File: src/hw/rtl/mma_pkg.sv
// Shared types, codes and the byte classifier of the MIDI message assembler.
// No dependencies.
package mma_pkg;

	localparam int unsigned QDEPTH = 2;
	localparam int unsigned QPTR_W = 1;
	localparam int unsigned QCNT_W = 2;

	localparam logic [7:0] SYSEX_START_BYTE = 8'hF0;
	localparam logic [7:0] SYSEX_END_BYTE   = 8'hF7;

	typedef enum logic [2:0] {
		CLS_DATA,
		CLS_SYSEX_START,
		CLS_SYSEX_END,
		CLS_SINGLE,
		CLS_STATUS1,
		CLS_STATUS2
	} cls_t;

	typedef enum logic [2:0] {
		KIND_SYSEX,
		KIND_SYSEX_END,
		KIND_REALTIME,
		KIND_MSG2,
		KIND_MSG3
	} kind_t;

	typedef struct packed {
		cls_t       cls;
		logic [7:0] data;
	} q_entry_t;

	function automatic cls_t classify(input logic [7:0] b);
		cls_t c;
		if (!b[7]) begin
			c = CLS_DATA;
		end else if (b == SYSEX_START_BYTE) begin
			c = CLS_SYSEX_START;
		end else if (b == SYSEX_END_BYTE) begin
			c = CLS_SYSEX_END;
		end else if (b == 8'hF4 || b == 8'hF5 || b == 8'hF6 || b >= 8'hF8) begin
			c = CLS_SINGLE;
		end else if (b[7:4] == 4'h8 || b[7:4] == 4'h9 || b[7:4] == 4'hA ||
			b[7:4] == 4'hB || b[7:4] == 4'hE || b == 8'hF2) begin
			c = CLS_STATUS2;
		end else begin
			c = CLS_STATUS1;
		end
		return c;
	endfunction

endpackage

File: src/hw/rtl/mma_front.sv
// Front end: takes input beats and tags each byte with its class.
// Depends on mma_pkg.
module mma_front (
	input  logic               s_tvalid,
	output logic               s_tready,
	input  logic [7:0]         s_tdata,
	input  logic               full,
	output logic               push,
	output mma_pkg::q_entry_t  push_entry
);

	assign s_tready        = !full;
	assign push            = s_tvalid && !full;
	assign push_entry.cls  = mma_pkg::classify(s_tdata);
	assign push_entry.data = s_tdata;

endmodule

File: src/hw/rtl/mma_queue.sv
// Two-entry queue between the classifier and the message builder.
// Depends on mma_pkg.
module mma_queue (
	input  logic                      clk,
	input  logic                      arst_n,
	input  logic                      push,
	input  mma_pkg::q_entry_t         push_entry,
	output logic                      full,
	input  logic                      pop,
	output logic                      q_valid,
	output mma_pkg::q_entry_t         head
);

	mma_pkg::q_entry_t                 slot_q [mma_pkg::QDEPTH];
	logic [mma_pkg::QPTR_W-1:0]        wr_ptr_q;
	logic [mma_pkg::QPTR_W-1:0]        rd_ptr_q;
	logic [mma_pkg::QCNT_W-1:0]        count_q;

	assign full    = (count_q == mma_pkg::QCNT_W'(mma_pkg::QDEPTH));
	assign q_valid = (count_q != '0);
	assign head    = slot_q[rd_ptr_q];

	always_ff @(posedge clk) begin
		if (push) begin
			slot_q[wr_ptr_q] <= push_entry;
		end
	end

	always_ff @(posedge clk or negedge arst_n) begin
		if (!arst_n) begin
			wr_ptr_q <= '0;
			rd_ptr_q <= '0;
			count_q  <= '0;
		end else begin
			if (push) begin
				wr_ptr_q <= wr_ptr_q + 1'b1;
			end
			if (pop) begin
				rd_ptr_q <= rd_ptr_q + 1'b1;
			end
			if (push && !pop) begin
				count_q <= count_q + 1'b1;
			end else if (pop && !push) begin
				count_q <= count_q - 1'b1;
			end
		end
	end

endmodule

File: src/hw/rtl/mma_back.sv
// Back end: parse state machine that assembles messages and drives the output register.
// Depends on mma_pkg.
module mma_back (
	input  logic               clk,
	input  logic               arst_n,
	input  logic               q_valid,
	input  mma_pkg::q_entry_t  head,
	output logic               pop,
	output logic               m_tvalid,
	input  logic               m_tready,
	output logic [23:0]        m_tdata,
	output logic [2:0]         m_tuser
);

	typedef enum logic [1:0] {
		M_IDLE,
		M_SYSEX,
		M_ONE,
		M_TWO
	} mode_t;

	mode_t           mode_q, mode_d;
	logic [1:0]      fill_q, fill_d;
	logic [7:0]      held0_q, held1_q;
	logic            valid_q;
	mma_pkg::kind_t  kind_q, kind_d;
	logic [7:0]      b1_q, b2_q, b3_q;
	logic [7:0]      b1_d, b2_d, b3_d;
	logic            emit, we0, we1;
	logic [7:0]      byte_in;

	assign byte_in  = head.data;
	assign pop      = q_valid && (!valid_q || m_tready);
	assign m_tvalid = valid_q;
	assign m_tuser  = kind_q;
	assign m_tdata  = {b3_q, b2_q, b1_q};

	always_comb begin
		mode_d = mode_q;
		fill_d = fill_q;
		emit   = 1'b0;
		we0    = 1'b0;
		we1    = 1'b0;
		kind_d = mma_pkg::KIND_SYSEX;
		b1_d   = byte_in;
		b2_d   = 8'h00;
		b3_d   = 8'h00;
		if (mode_q == M_SYSEX) begin
			emit = 1'b1;
			if (head.cls == mma_pkg::CLS_SYSEX_END) begin
				// The end byte closes SysEx; the next byte is parsed as in idle.
				kind_d = mma_pkg::KIND_SYSEX_END;
				mode_d = M_IDLE;
				fill_d = 2'd0;
			end
		end else begin
			case (head.cls)
				mma_pkg::CLS_SYSEX_START: begin
					emit   = 1'b1;
					mode_d = M_SYSEX;
					fill_d = 2'd0;
				end
				mma_pkg::CLS_SYSEX_END: begin
				end
				mma_pkg::CLS_SINGLE: begin
					emit   = 1'b1;
					kind_d = mma_pkg::KIND_REALTIME;
				end
				mma_pkg::CLS_STATUS1: begin
					mode_d = M_ONE;
					fill_d = 2'd1;
					we0    = 1'b1;
				end
				mma_pkg::CLS_STATUS2: begin
					mode_d = M_TWO;
					fill_d = 2'd1;
					we0    = 1'b1;
				end
				mma_pkg::CLS_DATA: begin
					if (mode_q == M_ONE) begin
						if (fill_q == 2'd0) begin
							we0    = 1'b1;
							fill_d = 2'd1;
						end else begin
							emit   = 1'b1;
							kind_d = mma_pkg::KIND_MSG2;
							b1_d   = held0_q;
							b2_d   = byte_in;
							fill_d = 2'd0;
						end
					end else if (mode_q == M_TWO) begin
						if (fill_q == 2'd0) begin
							we0    = 1'b1;
							fill_d = 2'd1;
						end else if (fill_q == 2'd1) begin
							we1    = 1'b1;
							fill_d = 2'd2;
						end else begin
							emit   = 1'b1;
							kind_d = mma_pkg::KIND_MSG3;
							b1_d   = held0_q;
							b2_d   = held1_q;
							b3_d   = byte_in;
							fill_d = 2'd0;
						end
					end
				end
				default: begin
				end
			endcase
		end
	end

	always_ff @(posedge clk) begin
		if (pop && we0) begin
			held0_q <= byte_in;
		end
		if (pop && we1) begin
			held1_q <= byte_in;
		end
	end

	always_ff @(posedge clk or negedge arst_n) begin
		if (!arst_n) begin
			mode_q  <= M_IDLE;
			fill_q  <= 2'd0;
			valid_q <= 1'b0;
			kind_q  <= mma_pkg::KIND_SYSEX;
			b1_q    <= 8'h00;
			b2_q    <= 8'h00;
			b3_q    <= 8'h00;
		end else begin
			if (pop) begin
				mode_q <= mode_d;
				fill_q <= fill_d;
			end
			if (pop && emit) begin
				valid_q <= 1'b1;
				kind_q  <= kind_d;
				b1_q    <= b1_d;
				b2_q    <= b2_d;
				b3_q    <= b3_d;
			end else if (m_tready) begin
				valid_q <= 1'b0;
			end
		end
	end

endmodule

File: src/hw/rtl/midi_message_assembler.sv
// MIDI message assembler: one byte in per beat, at most one message out per byte.
// Path: an accepted byte is held in a queue slot, then popped by the parser, which registers any message it completes.
// Throughput: one byte per cycle while the output is not stalled; the queue pops one entry per cycle whenever the
// output register is empty or being taken.
// Reset (arst_n low, asynchronous): queue empty, parser idle, no output pending.
// Depends on mma_pkg, mma_front, mma_queue and mma_back.
module midi_message_assembler (
	input  logic        clk,
	input  logic        arst_n,
	input  logic        s_tvalid,
	output logic        s_tready,
	input  logic [7:0]  s_tdata,   // [7:0] in_byte
	output logic        m_tvalid,
	input  logic        m_tready,
	output logic [23:0] m_tdata,   // [7:0] first_byte, [15:8] second_byte, [23:16] third_byte
	output logic [2:0]  m_tuser    // [2:0] kind
);

	logic               full;
	logic               push;
	logic               pop;
	logic               q_valid;
	mma_pkg::q_entry_t  push_entry;
	mma_pkg::q_entry_t  head;

	mma_front u_front (
		.s_tvalid   (s_tvalid),
		.s_tready   (s_tready),
		.s_tdata    (s_tdata),
		.full       (full),
		.push       (push),
		.push_entry (push_entry)
	);

	mma_queue u_queue (
		.clk        (clk),
		.arst_n     (arst_n),
		.push       (push),
		.push_entry (push_entry),
		.full       (full),
		.pop        (pop),
		.q_valid    (q_valid),
		.head       (head)
	);

	mma_back u_back (
		.clk      (clk),
		.arst_n   (arst_n),
		.q_valid  (q_valid),
		.head     (head),
		.pop      (pop),
		.m_tvalid (m_tvalid),
		.m_tready (m_tready),
		.m_tdata  (m_tdata),
		.m_tuser  (m_tuser)
	);

endmodule

File: config.mk
export PLATFORM = sky130hd
export DESIGN_NAME = midi_message_assembler
export DESIGN_NICKNAME = d
export VERILOG_FILES = /design/src/hw/rtl/mma_pkg.sv /design/src/hw/rtl/mma_front.sv /design/src/hw/rtl/mma_queue.sv /design/src/hw/rtl/mma_back.sv /design/src/hw/rtl/midi_message_assembler.sv
export SDC_FILE = /design/constraint.sdc
export NUM_CORES = 1
export LEC_CHECK = 0
export ABC_AREA = 1
export BUFFER_PORTS_ARGS = -buffer_cell sky130_fd_sc_hd__buf_2
export CAP_MARGIN = 15
export CORE_UTILIZATION = 62
export DETAILED_ROUTE_END_ITERATION = 10
export PLACE_DENSITY = 0.84
export SLEW_MARGIN = 15
export SYNTH_ARGS = -nofsm -noshare
export SYNTH_HDL_FRONTEND = slang
export SYNTH_SLANG_ARGS = --single-unit
export TNS_END_PERCENT = 30
File: constraint.sdc
create_clock -name clk -period 5.17 [get_ports clk]
set_input_delay 0.2585 -clock clk [delete_from_list [all_inputs] [get_ports clk]]
set_output_delay 0.2585 -clock clk [all_outputs]
set_load 0.01 [all_outputs]
## Word level (Yosys, flattened, before mapping)

Memory sizes are Yosys's and may differ from the RTL's.
Index checks and enable logic that the tools add are counted.

- Add/subtract/negate cells: 4
- $lt $le $gt $ge: 1
- Eq/ne operators: 23
- Muxes and demuxes: 67
- Reductions and logical operators: 31

Operators with widths:

| kind | count |
|---|---|
| $mux W8 | 20 |
| $eq A8 B8 Y1 const B | 6 |
| $mux W3 | 9 |
| $mux W1 | 23 |
| $eq A4 B4 Y1 const B | 5 |
| $mux W2 | 10 |
| $pmux W2 S3 | 2 |
| $logic_or A1 B1 Y1 | 9 |
| $ge A8 B8 Y1 const B | 1 |
| $reduce_bool A4 Y1 | 2 |
| $logic_and A1 B1 Y1 | 7 |
| $eq A2 B2 Y1 const B | 3 |
| $eq A3 B2 Y1 const B | 2 |
| $eq A3 B3 Y1 const B | 2 |
| $pmux W3 S2 | 1 |
| $reduce_bool A2 Y1 | 3 |
| $eq A2 B1 Y1 const B | 2 |
| $logic_not A1 Y1 | 4 |
| $ne A4 B1 Y1 const B | 1 |
| $pmux W1 S2 | 2 |
| $reduce_and A4 Y1 | 1 |
| $reduce_or A2 Y1 | 2 |
| $eq A3 B1 Y1 const B | 1 |
| $logic_not A3 Y1 | 1 |
| 6 further kinds | 7 |

- Register bits after elaboration: 52
- Memory bits (writable): 22
- Input port bits: 12
- Output and inout port bits: 29
- Memories kept: 1

Memory list:

| memory | words | bits a word | read ports | clocked after memory_dff | write ports | RTL line | RTL |
|---|---|---|---|---|---|---|---|
| u_queue.slot_q | 2 | 11 | 1 | 0 | 1 | mma_queue.sv:14 | `mma_pkg::q_entry_t slot_q [mma_pkg::QDEPTH];` |

## Logic depth before layout (Yosys ltp)

- Depth in word-level cells: 11
- Depth in mapped cells: 11
- Mapped depth without buffers: 10

## Hierarchy

From an unflattened synthesis, not the netlist that was laid out.

- Cells, all modules: 330
- Area total of the unflattened synthesis: 3480.8 µm²

Modules (own cells, without submodules):

| module | times used | cells each | area an instance (µm²) |
|---|---|---|---|
| mma_back | 1 | 235 | 2265.9 |
| mma_queue | 1 | 59 | 1036.0 |
| mma_front | 1 | 36 | 178.9 |

## Worst setup path after synthesis

Ideal clock, no wire load.

- Path kind: register to register
- Start: register u_queue.rd_ptr_q
- End: register u_back.held1_q[0], enable pin
- Setup time: 0.395 ns
- Data arrival time: 1.727 ns
- Required time: 4.775 ns
- Slack: 3.049 ns
- Stages on the path, launching flop included: 6
- Buffers on the path: 0
- Clock period less this slack: 2.121 ns
- Path through: dfrtp_1 -> nand2_1 -> nand2_4 -> nor2_8 -> nand3_2 -> nor4_1

- Word-level cells in the longest chain between the ends: 5

Ends and longest elaborated chain:

| what | RTL line | RTL |
|---|---|---|
| start, declared | mma_queue.sv:16 | `logic [mma_pkg::QPTR_W-1:0] rd_ptr_q;` |
| start signal, assigned | mma_queue.sv:39 | `rd_ptr_q <= rd_ptr_q + 1'b1;` |
| $mem_v2 Z2 W11 | - |  |
| $logic_not A3 Y1 | mma_back.sv:57 | `case (head.cls)` |
| $mux W1 | mma_back.sv:57 |  |
| $mux W1 | mma_back.sv:48 | `if (mode_q == M_SYSEX) begin` |
| $logic_and A1 B1 Y1 | mma_back.sv:118 | `if (pop && we1) begin` |
| end signal, assigned | mma_back.sv:119 | `held1_q <= byte_in;` |
| end, declared | mma_back.sv:24 | `logic [7:0] held0_q, held1_q;` |

Every way passes these cells.
A chain may end at the register's enable or synchronous reset.

## Worst setup path after layout

- Start: register u_queue.rd_ptr_q
- End: register u_back.b3_q[2]

- Word-level cells in the longest chain between the ends: 7
- Elaborated cells between the ends (all ways): 14
- Classes of those cells: eq/ne: 2; mux: 8; reduce/logical: 3; memory: 1

Ends and longest elaborated chain:

| what | RTL line | RTL |
|---|---|---|
| $mem_v2 Z2 W11 (*) | - |  |
| $mux W8 | mma_back.sv:95 | `end else if (fill_q == 2'd1) begin` |
| $mux W8 | mma_back.sv:92 | `if (fill_q == 2'd0) begin` |
| $mux W8 | mma_back.sv:91 | `end else if (mode_q == M_TWO) begin` |
| $mux W8 | mma_back.sv:80 | `if (mode_q == M_ONE) begin` |
| $mux W8 | mma_back.sv:57 |  |
| $mux W8 | mma_back.sv:48 |  |
| end signal, assigned | mma_back.sv:131 | `b3_q <= 8'h00;` |
| end signal, assigned | mma_back.sv:142 | `b3_q <= b3_d;` |
| end, declared | mma_back.sv:27 | `logic [7:0] b1_q, b2_q, b3_q;` |

Mark *: on every way between the ends. The rest lies on a longest branch, timed or not.

==> flow_metrics.env <==
export IMPL_wirelength_um=6871
export IMPL_die_w_um=76.23
export IMPL_comb_power_share_pct=40.0
export IMPL_place_gp_congestion=0.8645
export IMPL_nNetsFinal=414
export IMPL_synth_most_common_cell="nand2_1"
export IMPL_syn_nets=372
export IMPL_dp_hpwl_um=4692
export IMPL_power_frac_seq_pct=41.0
export IMPL_rsz0062_at_grt="no"
export IMPL_synth_seq_cells=74
export IMPL_yosysTopAreaCell="edfxtp_1"
export IMPL_worstSetupPathType="flop to flop"
export IMPL_timing_rr_end="u_back.b3_q[2]"
export IMPL_outcome="finished with violations"
export IMPL_power_density_mw_per_mm2=565.0
export IMPL_synth_edff_count=38
export IMPL_grt_ovfl_total=0
export IMPL_grt_usage_pct=26.31
export IMPL_crit_path_start_kind="flop"
export IMPL_postLayoutCoreUtil_pct=73.22
export IMPL_clk_pin_slew_worst_paths_ps=80
export IMPL_reg2reg_slack_ps=2780
export IMPL_wl_per_cell_um=14.53
export IMPL_drv_cap=0
export IMPL_dp_worst_setup_slack_ps=2851
export IMPL_htreeDepth=3
export IMPL_grt_pass1_vias=2489
export IMPL_max_freq_mhz=419.1
export IMPL_crit_fanout=20
export IMPL_synth_top_cell_area_share_pct=33.41
export IMPL_drive_gt1_share_pct=18.86
export IMPL_async_reset_ff_share_pct=48.65
export IMPL_slew_limit_headroom_pct=34.73
export IMPL_diodes=0
export IMPL_cp_data_arrival_time_ps=2670
export IMPL_finalHoldViolCount=36
export IMPL_drt_iter0_markers=253
export IMPL_ys_warn_count=0
export IMPL_fin_tns_setup_ps=0
export IMPL_ys_types=31
export IMPL_core_area_mm2=0.005205
export IMPL_cp_top_family="simple AND/OR/NAND/NOR gates"
export IMPL_rows=26
export IMPL_synth_common_cells="123 x nand2_1, 42 x inv_1, 38 x edfxtp_1, 36 x dfrtp_1, 28 x nand3_1"
export IMPL_cp_required_ps=5450
export IMPL_clock_path_buffers=2
export IMPL_ys_seq_area_share_pct=59.78
export IMPL_cts_sinks=74
export IMPL_holdWs_ps=-15.78
export IMPL_slowest_stage="a21oi_2"
export IMPL_netlist_area_mm2=0.003416
export IMPL_synth_area_leaders="edfxtp_1 33%, dfrtp_1 26%, nand2_1 14%"
export IMPL_sw_frac_of_total_pct=42.62
export IMPL_cts_buffers=9
export IMPL_routed_via_density=5.495
export IMPL_p_int_w=0.001235
export IMPL_peakVddDrop_v=0.0002786
export IMPL_skew_ps=10.18
export IMPL_dr_total_vias=2599
export IMPL_switchingPower_w=0.0009177
export IMPL_endpoint_kind="flop"
export IMPL_ant_nets=0
export IMPL_syn2layout_area_growth_pct=11.58
export IMPL_initial_core_util_pct=65.63
export IMPL_cpPeakStageDelay_ps=730
export IMPL_syn_inst=356
export IMPL_postCtsSetupRepairBufs=0
export IMPL_clock_latency_ps=350
export IMPL_drc=0
export IMPL_critPathBufInv=1
export IMPL_grt_max_degree=37
export IMPL_tightest_slew_ps=975.5
export IMPL_fin_crit_sh_pct=46.15
export IMPL_antenna_found_initial=0
export IMPL_r2r_cells=8
export IMPL_setup_slack_ps=2784
export IMPL_p_leak_nw=1.868
export IMPL_r2r_start="u_queue.rd_ptr_q"
export IMPL_yosys_most_used_dff="edfxtp_1"
export IMPL_grt_pass1_wl_um=11660
export IMPL_die_h_um=76.23
export IMPL_dieArea_mm2=0.005810
export IMPL_dr_pass1_iters=5
export IMPL_final_period_minus_worst_setup_slack_ps=2386
export IMPL_clockRootBuffer="clkbuf_8"
export IMPL_drv_slew=0
export IMPL_boundaryPins=41
export IMPL_synth_avg_cell_area_um2=9.595
export IMPL_crit_start="u_queue.rd_ptr_q"
export IMPL_port_buffers=40
export IMPL_setup_viol=0
export IMPL_tritoncts="yes"
export IMPL_violations="hold timing"
export IMPL_postCtsHoldBufs=0
export IMPL_cts_resized=0
export IMPL_crit_chain="inv_2, nand2_2, nand2_4, nor2_8, nand3_2, a21oi_2, nand3_1, nand2_1"
export IMPL_p_clk_share_pct=19.0
export IMPL_hold_class="input port to asynchronous set/reset pin"
==> flip-flops by register name, summed over array words and instances (netlist names) <==
| signal | flops |
|---|---|
| u_queue.wr_ptr_q | 1 |
| u_back.mode_q | 2 |
| u_back.b3_q | 8 |
| u_back.held0_q | 8 |
| u_queue.rd_ptr_q | 1 |
| u_back.b2_q | 8 |
| u_back.m_tvalid | 1 |
| u_back.m_tuser | 3 |
| u_back.fill_q | 2 |
| u_queue.slot_q | 22 |
| u_queue.count_q | 2 |
| u_back.b1_q | 8 |
| u_back.held1_q | 8 |
==> power groups by stage <==
stage	clock network [W]	logic (W)	registers [W]
2_1_floorplan	0	0.000675	0.000893
3_3_place_gp	0	0.000820	0.000887
3_5_place_dp	0	0.000847	0.000893
4_1_cts	0.000412	0.000855	0.000883
5_1_grt	0.000437	0.000974	0.000901
6_report	0.000409	0.000861	0.000883
==> cells by family after synthesis <==
group / count (synthesis) / synth area share (%)
xor gates and xnor gates: 3 / 0.7694
AOI/OAI and AO/OA: 33 / 5.971
DFF: 74 / 59.78
and+or+nand+nor: 189 / 24.98
buffers and inverters: 53 / 7.033
adders and majority gates: 4 / 1.465
==> stage by stage <==
step	hold slack [ps]	cell area, um2	cells	total power (W)
after global placement	371.2	3632	457	0.001707
after detailed placement	378.2	3632	457	0.001740
after floorplan	-37.09	3416	356	0.001568
after global routing	58.22	3811	473	0.002311
final	-15.78	3811	473	0.002153
after CTS	5.290	3811	473	0.002150
==> worst reg2reg max path, stage by stage, from the launching register on <==
cell	delay, ps
dfrtp_1	610
inv_2	210
nand2_2	130
nand2_4	90
nor2_8	150
nand3_2	100
a21oi_2	730
nand3_1	200
nand2_1	120
==> layout by cell type (no fill, tap or decap), drive strengths merged <==
cell        n
a21boi      1
a21oi       7
a22oi       1
and3        1
buf        41
clkbuf     11
clkinvlp    3
dfrtp      36
edfxtp     38
ha          4
inv        45
nand2     131
nand3      30
nand4       9
nor2       17
nor4        1
o2111ai     1
o21ai      22
o22ai       1
xnor2       2
xor2        1
==> final cells by class <==
| class | instances | area (um2) |
|---|---|---|
| sequential | 74 | 2042 |
| fill | 384 | 1394 |
| multi-input combinational | 229 | 1134 |
| timing repair buffer | 41 | 207.7 |
| inverter | 43 | 161.4 |
| clock buffer | 11 | 141.4 |
| tap | 70 | 87.58 |
| clock inverter | 5 | 37.54 |
==> routing by layer <==
layer	up-vias	part of all wire (%)	wire length, um	GRT usage, %
li1	1242	-	-	-
met3	17	4.9	338	3.832
met4	0	2.8	195	14.81
met1	1238	43	2942	33.47
met2	102	49	3395	43.42
met5	-	0	0	0
==> worst max path at each step <==
stage	endpoint	slack, ps	cells past startpoint
after global routing	u_back.b3_q[2]	2560	8
after detailed placement	u_back.b3_q[2]	2850	8
after floorplan	u_back.held1_q[0]	3050	5
after global placement	u_back.held1_q[2]	2930	6
final	u_back.b3_q[2]	2780	8
after CTS	u_back.b3_q[2]	2810	8
Note: power is estimated with default switching activity, not from simulation.
